## config.mk

```make
export PLATFORM = sky130hd
export DESIGN_NAME = dec_hex_integer_parser_flat
export DESIGN_NICKNAME = d
export VERILOG_FILES = /design/src/sv/dhip_pkg.sv /design/src/sv/dhip_in_if.sv /design/src/sv/dhip_out_if.sv /design/src/sv/dhip_front.sv /design/src/sv/dhip_queue.sv /design/src/sv/dhip_back.sv /design/src/sv/dec_hex_integer_parser.sv /design/src/flat_wrapper.sv
export SDC_FILE = /design/constraint.sdc
export NUM_CORES = 1
export LEC_CHECK = 0
export BUFFER_PORTS_ARGS = -buffer_cell sky130_fd_sc_hd__buf_4
export CAP_MARGIN = 20
export CELL_PAD_IN_SITES_DETAIL_PLACEMENT = 1
export CELL_PAD_IN_SITES_GLOBAL_PLACEMENT = 1
export CORE_AREA = 5 5 146 148
export DETAILED_ROUTE_END_ITERATION = 16
export DIE_AREA = 0 0 151 153
export GPL_TIMING_DRIVEN = 0
export PLACE_DENSITY_LB_ADDON = 0.1
export SLEW_MARGIN = 20
export SYNTH_ARGS = -nofsm -noshare
export SYNTH_HDL_FRONTEND = slang
export SYNTH_SLANG_ARGS = --single-unit
```

## constraint.sdc

```tcl
create_clock -name clk -period 5.1 [get_ports clk]
set_input_delay 0.765 -clock clk [delete_from_list [all_inputs] [get_ports clk]]
set_output_delay 0.765 -clock clk [all_outputs]
set_load 0.01 [all_outputs]
```

## src/sv/dhip_pkg.sv

```systemverilog
// ----------------------------------------------------------------------------
// dhip_pkg
// Shared types and constants for the decimal/hex integer parser.
// ----------------------------------------------------------------------------
package dhip_pkg;

  localparam int VALUE_BITS  = 32;
  localparam int COUNT_BITS  = 8;
  localparam int QUEUE_DEPTH = 4;
  localparam int QPTR_BITS   = $clog2(QUEUE_DEPTH);

  localparam logic [COUNT_BITS-1:0] COUNT_MAX = COUNT_BITS'(255);

  // character codes
  localparam logic [7:0] CH_TAB     = 8'h09;
  localparam logic [7:0] CH_CR      = 8'h0D;
  localparam logic [7:0] CH_SPACE   = 8'h20;
  localparam logic [7:0] CH_MINUS   = 8'h2D;
  localparam logic [7:0] CH_ZERO    = 8'h30;
  localparam logic [7:0] CH_NINE    = 8'h39;
  localparam logic [7:0] CH_UPPER_A = 8'h41;
  localparam logic [7:0] CH_UPPER_F = 8'h46;
  localparam logic [7:0] CH_UPPER_X = 8'h58;
  localparam logic [7:0] CH_LOWER_A = 8'h61;
  localparam logic [7:0] CH_LOWER_F = 8'h66;
  localparam logic [7:0] CH_LOWER_X = 8'h78;
  localparam logic [7:0] HEX_ALPHA_BIAS = 8'd10;

  typedef enum logic [2:0] {
    CL_WS,
    CL_MINUS,
    CL_ZERO,
    CL_DEC,
    CL_X,
    CL_HEX_ALPHA,
    CL_OTHER
  } char_class_t;

  typedef enum logic [2:0] {
    PH_LEAD,
    PH_SIGN,
    PH_ZERO,
    PH_DEC,
    PH_HEX,
    PH_TRAIL,
    PH_DONE
  } phase_t;

  typedef struct packed {
    logic        term;
    char_class_t cls;
    logic [3:0]  digit;
  } token_t;

endpackage

```

## src/sv/dhip_in_if.sv

```systemverilog
// ----------------------------------------------------------------------------
// dhip_in_if
// Character channel: one string byte or a terminator per transaction.
// ----------------------------------------------------------------------------
interface dhip_in_if;
  logic       valid;
  logic       ready;
  logic [7:0] char_code;
  logic       is_terminator;

  modport source (output valid, output char_code, output is_terminator, input ready);
  modport sink   (input valid, input char_code, input is_terminator, output ready);
endinterface

```

## src/sv/dhip_out_if.sv

```systemverilog
// ----------------------------------------------------------------------------
// dhip_out_if
// Result channel: parsed value, consumed count and stop reason.
// ----------------------------------------------------------------------------
interface dhip_out_if;
  logic               valid;
  logic               ready;
  logic signed [31:0] parsed_value;
  logic [7:0]         chars_consumed;
  logic               stopped_at_end;

  modport source (output valid, output parsed_value, output chars_consumed,
                  output stopped_at_end, input ready);
  modport sink   (input valid, input parsed_value, input chars_consumed,
                  input stopped_at_end, output ready);
endinterface

```

## src/sv/dhip_front.sv

```systemverilog
// ----------------------------------------------------------------------------
// dhip_front
// Accepts characters and classifies each into a token for the back end.
// ----------------------------------------------------------------------------
module dhip_front (
  dhip_in_if.sink          chars,
  input  logic             q_full,
  output logic             push,
  output dhip_pkg::token_t push_token
);
  import dhip_pkg::*;

  logic [7:0] c;
  logic [7:0] alpha_off;

  assign c           = chars.char_code;
  assign chars.ready = !q_full;
  assign push        = chars.valid && !q_full;

  always_comb begin
    alpha_off = 8'd0;
    if (c >= CH_LOWER_A && c <= CH_LOWER_F) begin
      alpha_off = c - CH_LOWER_A + HEX_ALPHA_BIAS;
    end else if (c >= CH_UPPER_A && c <= CH_UPPER_F) begin
      alpha_off = c - CH_UPPER_A + HEX_ALPHA_BIAS;
    end
  end

  always_comb begin
    push_token.term  = chars.is_terminator;
    push_token.digit = 4'd0;
    if ((c >= CH_TAB && c <= CH_CR) || c == CH_SPACE) begin
      push_token.cls = CL_WS;
    end else if (c == CH_MINUS) begin
      push_token.cls = CL_MINUS;
    end else if (c == CH_ZERO) begin
      push_token.cls = CL_ZERO;
    end else if (c > CH_ZERO && c <= CH_NINE) begin
      push_token.cls   = CL_DEC;
      push_token.digit = 4'(c - CH_ZERO);
    end else if (c == CH_LOWER_X || c == CH_UPPER_X) begin
      push_token.cls = CL_X;
    end else if ((c >= CH_LOWER_A && c <= CH_LOWER_F) ||
                 (c >= CH_UPPER_A && c <= CH_UPPER_F)) begin
      push_token.cls   = CL_HEX_ALPHA;
      push_token.digit = alpha_off[3:0];
    end else begin
      push_token.cls = CL_OTHER;
    end
  end

endmodule

```

## src/sv/dhip_queue.sv

```systemverilog
// ----------------------------------------------------------------------------
// dhip_queue
// Short token FIFO between the classifier and the parse engine.
// ----------------------------------------------------------------------------
module dhip_queue (
  input  logic             clk,
  input  logic             rst,
  input  logic             push,
  input  dhip_pkg::token_t push_token,
  input  logic             pop,
  output logic             full,
  output logic             not_empty,
  output dhip_pkg::token_t head
);
  import dhip_pkg::*;

  token_t               slots [QUEUE_DEPTH];
  logic [QPTR_BITS-1:0] wr_ptr;
  logic [QPTR_BITS-1:0] rd_ptr;
  logic [QPTR_BITS:0]   fill;

  assign full      = (fill == (QPTR_BITS+1)'(QUEUE_DEPTH));
  assign not_empty = (fill != '0);
  assign head      = slots[rd_ptr];

  always_ff @(posedge clk) begin
    if (push) begin
      slots[wr_ptr] <= push_token;
    end
  end

  always_ff @(posedge clk) begin
    if (rst) begin
      wr_ptr <= '0;
      rd_ptr <= '0;
      fill   <= '0;
    end else begin
      if (push) wr_ptr <= wr_ptr + 1'b1;
      if (pop)  rd_ptr <= rd_ptr + 1'b1;
      case ({push, pop})
        2'b10:   fill <= fill + 1'b1;
        2'b01:   fill <= fill - 1'b1;
        default: fill <= fill;
      endcase
    end
  end

endmodule

```

## src/sv/dhip_back.sv

```systemverilog
// ----------------------------------------------------------------------------
// dhip_back
// Parse engine: phase machine, accumulator, count and result register.
// ----------------------------------------------------------------------------
module dhip_back (
  input  logic             clk,
  input  logic             rst,
  input  logic             q_valid,
  input  dhip_pkg::token_t head,
  output logic             pop,
  dhip_out_if.source       results
);
  import dhip_pkg::*;

  phase_t                phase, phase_next;
  logic [VALUE_BITS-1:0] acc, acc_next;
  logic                  neg, neg_next;
  logic [COUNT_BITS-1:0] count, count_next;

  logic                  accept;
  logic                  emit;
  logic                  clear;
  logic                  add_dec;
  logic                  add_hex;
  logic [VALUE_BITS-1:0] value_out;

  // advance only when the result register is free or being drained
  assign pop = q_valid && (!results.valid || results.ready);

  // next phase
  always_comb begin
    phase_next = phase;
    if (head.term) begin
      phase_next = PH_LEAD;
    end else begin
      case (phase)
        PH_LEAD, PH_SIGN: begin
          if (phase == PH_LEAD && head.cls == CL_WS)         phase_next = PH_LEAD;
          else if (phase == PH_LEAD && head.cls == CL_MINUS) phase_next = PH_SIGN;
          else if (head.cls == CL_ZERO)                      phase_next = PH_ZERO;
          else if (head.cls == CL_DEC)                       phase_next = PH_DEC;
          else if (head.cls == CL_WS)                        phase_next = PH_TRAIL;
          else                                               phase_next = PH_DONE;
        end
        PH_ZERO: begin
          if (head.cls == CL_X)                                  phase_next = PH_HEX;
          else if (head.cls == CL_ZERO || head.cls == CL_DEC)    phase_next = PH_DEC;
          else if (head.cls == CL_WS)                            phase_next = PH_TRAIL;
          else                                                   phase_next = PH_DONE;
        end
        PH_DEC: begin
          if (head.cls == CL_ZERO || head.cls == CL_DEC) phase_next = PH_DEC;
          else if (head.cls == CL_WS)                    phase_next = PH_TRAIL;
          else                                           phase_next = PH_DONE;
        end
        PH_HEX: begin
          if (head.cls == CL_ZERO || head.cls == CL_DEC || head.cls == CL_HEX_ALPHA)
            phase_next = PH_HEX;
          else if (head.cls == CL_WS) phase_next = PH_TRAIL;
          else                        phase_next = PH_DONE;
        end
        PH_TRAIL: begin
          if (head.cls == CL_WS) phase_next = PH_TRAIL;
          else                   phase_next = PH_DONE;
        end
        PH_DONE:  phase_next = PH_DONE;
        default:  phase_next = PH_DONE;
      endcase
    end
  end

  // per-token actions
  always_comb begin
    accept  = 1'b0;
    emit    = 1'b0;
    clear   = 1'b0;
    add_dec = 1'b0;
    add_hex = 1'b0;
    if (head.term) begin
      clear = 1'b1;
      emit  = (phase != PH_DONE);
    end else begin
      case (phase)
        PH_LEAD, PH_SIGN: begin
          accept  = (phase_next != PH_DONE);
          add_dec = (head.cls == CL_DEC);
        end
        PH_ZERO, PH_DEC: begin
          accept  = (phase_next != PH_DONE);
          add_dec = (head.cls == CL_ZERO || head.cls == CL_DEC);
        end
        PH_HEX: begin
          accept  = (phase_next != PH_DONE);
          add_hex = (head.cls == CL_ZERO || head.cls == CL_DEC ||
                     head.cls == CL_HEX_ALPHA);
        end
        PH_TRAIL: accept = (head.cls == CL_WS);
        PH_DONE:  accept = 1'b0;
        default:  accept = 1'b0;
      endcase
      emit = !accept && (phase != PH_DONE);
    end
  end

  // datapath next values
  always_comb begin
    acc_next   = acc;
    neg_next   = neg;
    count_next = count;
    if (clear) begin
      acc_next   = '0;
      neg_next   = 1'b0;
      count_next = '0;
    end else begin
      if (add_dec) begin
        acc_next = (acc << 3) + (acc << 1) + VALUE_BITS'(head.digit);
      end else if (add_hex) begin
        acc_next = (acc << 4) + VALUE_BITS'(head.digit);
      end
      if (phase == PH_LEAD && head.cls == CL_MINUS) begin
        neg_next = 1'b1;
      end
      if (accept && count != COUNT_MAX) begin
        count_next = count + 1'b1;
      end
    end
  end

  assign value_out = neg ? (VALUE_BITS'(0) - acc) : acc;

  always_ff @(posedge clk) begin
    if (rst) begin
      phase <= PH_LEAD;
      acc   <= '0;
      neg   <= 1'b0;
      count <= '0;
    end else if (pop) begin
      phase <= phase_next;
      acc   <= acc_next;
      neg   <= neg_next;
      count <= count_next;
    end
  end

  always_ff @(posedge clk) begin
    if (rst) begin
      results.valid <= 1'b0;
    end else if (pop && emit) begin
      results.valid <= 1'b1;
    end else if (results.ready) begin
      results.valid <= 1'b0;
    end
  end

  always_ff @(posedge clk) begin
    if (pop && emit) begin
      results.parsed_value   <= value_out[31:0];
      results.chars_consumed <= count;
      results.stopped_at_end <= head.term;
    end
  end

endmodule

```

## src/sv/dec_hex_integer_parser.sv

```systemverilog
// ----------------------------------------------------------------------------
// dec_hex_integer_parser
// Streaming signed decimal / hex string-to-integer parser.
// ----------------------------------------------------------------------------
// One character enters per transaction on chars; a transaction with
// is_terminator set closes the string. Leading whitespace is skipped, an
// optional '-' is taken, "0x"/"0X" selects hex, else digits are decimal; the
// 32-bit value wraps and is negated for '-'. Trailing whitespace is skipped.
// At the first rejected character, or at the terminator, one result leaves on
// results: value, characters consumed (saturating at 255) and whether the
// terminator ended the parse. After a rejection the rest of the string is
// dropped and its terminator only rearms the parser. The block takes one
// character per clock while its queue has room: the classifier feeds a
// four-entry token queue, and the parse engine retires one token per cycle
// while no result waits, through its phase machine and a shift-and-add
// accumulator. A result passes the token queue and then the result register.
// The result register stalls the engine only while a result waits to be
// taken; the queue keeps accepting characters meanwhile, up to four, and
// only then drops ready on chars.
// ----------------------------------------------------------------------------
module dec_hex_integer_parser (
  input  logic       clk,
  input  logic       rst,
  dhip_in_if.sink    chars,
  dhip_out_if.source results
);
  import dhip_pkg::*;

  logic   q_full;
  logic   q_not_empty;
  logic   push;
  logic   pop;
  token_t push_token;
  token_t head;

  // classify incoming characters
  dhip_front u_front (
    .chars      (chars),
    .q_full     (q_full),
    .push       (push),
    .push_token (push_token)
  );

  // decouple classifier from parse engine
  dhip_queue u_queue (
    .clk        (clk),
    .rst        (rst),
    .push       (push),
    .push_token (push_token),
    .pop        (pop),
    .full       (q_full),
    .not_empty  (q_not_empty),
    .head       (head)
  );

  // run the phase machine and hold results
  dhip_back u_back (
    .clk     (clk),
    .rst     (rst),
    .q_valid (q_not_empty),
    .head    (head),
    .pop     (pop),
    .results (results)
  );

endmodule

```

## src/flat_wrapper.sv

```systemverilog
// flat-port wrapper written by rule: the top's interface ports become plain ports
module dec_hex_integer_parser_flat import dhip_pkg::*;
  (clk, rst, chars_valid, chars_char_code, chars_is_terminator, chars_ready, results_valid, results_parsed_value, results_chars_consumed, results_stopped_at_end, results_ready);
  dhip_in_if chars_i ();
  dhip_out_if results_i ();
  input  logic clk;
  input  logic rst;
  input wire logic [$bits(chars_i.valid)-1:0] chars_valid;
  input wire logic [$bits(chars_i.char_code)-1:0] chars_char_code;
  input wire logic [$bits(chars_i.is_terminator)-1:0] chars_is_terminator;
  output wire logic [$bits(chars_i.ready)-1:0] chars_ready;
  output wire logic [$bits(results_i.valid)-1:0] results_valid;
  output wire logic [$bits(results_i.parsed_value)-1:0] results_parsed_value;
  output wire logic [$bits(results_i.chars_consumed)-1:0] results_chars_consumed;
  output wire logic [$bits(results_i.stopped_at_end)-1:0] results_stopped_at_end;
  input wire logic [$bits(results_i.ready)-1:0] results_ready;
  assign chars_i.valid = chars_valid;
  assign chars_i.char_code = chars_char_code;
  assign chars_i.is_terminator = chars_is_terminator;
  assign chars_ready = chars_i.ready;
  assign results_valid = results_i.valid;
  assign results_parsed_value = results_i.parsed_value;
  assign results_chars_consumed = results_i.chars_consumed;
  assign results_stopped_at_end = results_i.stopped_at_end;
  assign results_i.ready = results_ready;
  dec_hex_integer_parser u_core (.clk(clk), .rst(rst), .chars(chars_i), .results(results_i));
endmodule
```

==> run summary <==
Core footprint -> 0.0199 sq mm
DRT Pass-1 Iters -> 4
Die footprint -> 0.0231 sq mm
Clock Skew -> 0.00964 ns
YS warnings -> 0
Final worst path period share -> 91.7%
Placed cell areas -> 0.00858 sq mm
Skew-Pair Late Insertion Delay -> 0.42 ns
Synth Instances -> 779
DRC -> 0
Max Root-Sink Buffers -> 2
Hold Crit Class -> reg -> reg
Asr flop ratio synth -> 0%
Antenna Nets Post-Route -> 0
CTS Buf Count -> 17
Fillers -> 2271
Final period demand of the worst path -> 4.68 ns
Distinct cell type count after synthesis -> 70
Lkg Pwr -> 3.76 nW
CTS resizes -> 0
Max transition margin -> 30.8%
Slew Limit Fails -> 0
Vias -> 6351
Final instance area -> 0.00918 sq mm
CTS tree -> done
Share of cells above drive strength 1 -> 13.0%
Root Driver -> clkbuf_16
Critical path type -> reg -> reg
Port bufs -> 54
Avg Inst Size Synth -> 10.0 sq um
HPWL after detailed placement -> 16100 microns
GRT overflow -> 0
Maximum VDD drop -> 0.000281 V
Row count -> 52
Worst-Margin Slew -> 1.03 ns
Final net count -> 938
Register area share after synthesis -> 41.9%
Routed len/inst -> 19.3 microns
Initial antenna violation count -> 0
Net Count, Synth -> 864
Ant. Diodes -> 0
Reg clk slew, reported paths -> 0.06 ns
Starting Density -> 39.2%
Gr usage total -> 19.4%
Final WL -> 21900 microns
Setup Fix Bufs, Post-CTS -> 0
WP data required -> 5.42 ns
Synthesized flop and latch total -> 127
Final cell utilization of the core -> 46.1%
Drt initial violations -> 322
Power per cell area -> 456 mW/mm^2
Status -> finished, final reports clean
Number of enable flip-flop cells after synthesis -> 73
Main synth FF type -> edfxtp_1
Die Y -> 153 microns
CP Capture Type -> flop
RSZ-0062 raised after global routing -> false
Sinks on Clock Net -> 127
Gpl congestion -> 0.928
Depth of the CTS H-tree -> 4
Aggregate negative setup slack -> 0 ns
First-pass GRT wire length -> 35800 microns
Fmax -> 214 MHz
Final setup vio count -> 0
CP Launch Type -> flop
Die width -> 151 microns
Arrival time worst endpoint -> 4.99 ns
Crit Path Max Fanout -> 9
Hold_buf cts -> 0
Endpoints failing hold -> 0
Area Growth Syn to Fin -> 17.5%
Max cap viols -> 0
Cell Area, Synth -> 0.00781 sq mm
Routed vias/inst -> 5.59
Num ports -> 56
Largest net degree at the start of global routing -> 35
Number of global-route vias before repair -> 6749
## critical path: stages, from the launching register on
cell      delay [ns]
dfxtp_1         0.31
clkbuf_1        0.49
mux4_2          0.44
fa_1            0.50
ha_1            0.33
a211o_1         0.31
a211oi_1        0.33
nor4b_1         0.12
nor2_1          0.50
o31ai_1         0.26
a221oi_1        0.39
mux2_2          0.38
a22o_1          0.20
## per-stage QoR
stage                     cells  hold slack, ns  setup WS (ns)  power [W]
after floorplan             779           0.469           1.28    0.00236
after global placement     1103           0.490          0.538    0.00291
after detailed placement   1104           0.499          0.465    0.00298
after CTS                  1136           0.508          0.456    0.00425
after global routing       1136           0.526          0.279    0.00445
final                      1136           0.506          0.425    0.00419
## layer usage
layer	vias to the layer above	share of wire, %	track usage, %	wire length (microns)
met5	-	0	0	0
met4	0	1.9	6.39	414
met3	29	3.8	3.11	823
met2	103	50	32.8	10800
met1	3129	45	25.3	9810
li1	3090	-	-	-
## report_power, final
part           leakage [nW]  switching, W  internal [W]
clock                 0.293      0.000520      0.000738
sequential             1.12      0.000107       0.00136
combinational          2.35      0.000907      0.000554
total                  3.76       0.00153       0.00266
## area by class of cell
type	count	area, sq um	share of cell area (%)
inverter	22	82.6	0.899
timing repair buffer	55	425	4.63
buffer	32	123	1.34
multi-input combinational	598	4340	47.3
sequential	127	3270	35.7
tap	270	338	3.68
clock inverter	15	175	1.91
clock buffer	17	425	4.63
## kinds of logic after synthesis
family / share of synthesized area, %
simple gates: 15.1
compound gates: 18.0
flops: 41.9
fa+ha+maj: 11.8
xor+xnor: 6.84
buf+inv: 2.63
mux: 3.73
## registers in the layout, summed over array words and instances (netlist names), named ones only
name and count:
u_core.u_back.acc 32, u_core.u_back.count 8, u_core.u_back.neg 1, u_core.u_back.phase 3, u_core.u_back.results.chars_consumed 8, u_core.u_back.results.parsed_value 32, u_core.u_back.results.stopped_at_end 1, u_core.u_back.results.valid 1
u_core.u_queue.fill 3, u_core.u_queue.rd_ptr 2, u_core.u_queue.slots 32, u_core.u_queue.wr_ptr 2
## layout by cell type (no fill, tap or decap), drive strengths merged, types with 9 or more instances in the layout
master,netlist,layout
xnor2,48,48
nand3,27,27
dfxtp,54,54
buf,8,63
clkbuf,24,41
nor2,51,51
nand2b,9,9
o31ai,15,15
nand2,65,65
inv,22,30
a21oi,42,42
and3,10,10
ha,69,69
or3,12,12
mux2i,10,10
o21ai,56,56
nor3,18,18
edfxtp,73,73
a21o,11,11
xor2,13,13
## Yosys cell counts, drive strengths merged, types with 18 or more instances
| library cell | instances | area [sq um] |
|---|---|---|
| xnor2 | 48 | 420 |
| nand2 | 65 | 244 |
| nor3 | 18 | 90.1 |
| o21ai | 56 | 288 |
| a21oi | 42 | 210 |
| dfxtp | 54 | 1080 |
| clkbuf | 24 | 90.1 |
| ha | 69 | 863 |
| edfxtp | 73 | 2190 |
| nand3 | 27 | 135 |
| inv | 22 | 82.6 |
| nor2 | 51 | 191 |
## path summary, 6_finish.rpt
kind	cells after the start	endpoint	start	slack (ns)
worst max-delay path	12	u_core.u_back.acc[29]$_SDFFE_PP0P_	flop	0.42
worst min-delay path	2	u_core.u_queue.wr_ptr[1]$_SDFFE_PP0P_	u_core.u_queue.wr_ptr[1]$_SDFFE_PP0P_	0.51
worst max register to register	12	u_core.u_back.acc[29]$_SDFFE_PP0P_	flop	0.42
worst min register to register	2	u_core.u_queue.wr_ptr[1]$_SDFFE_PP0P_	u_core.u_queue.wr_ptr[1]$_SDFFE_PP0P_	0.51
(Power assumes the default switching activity.)
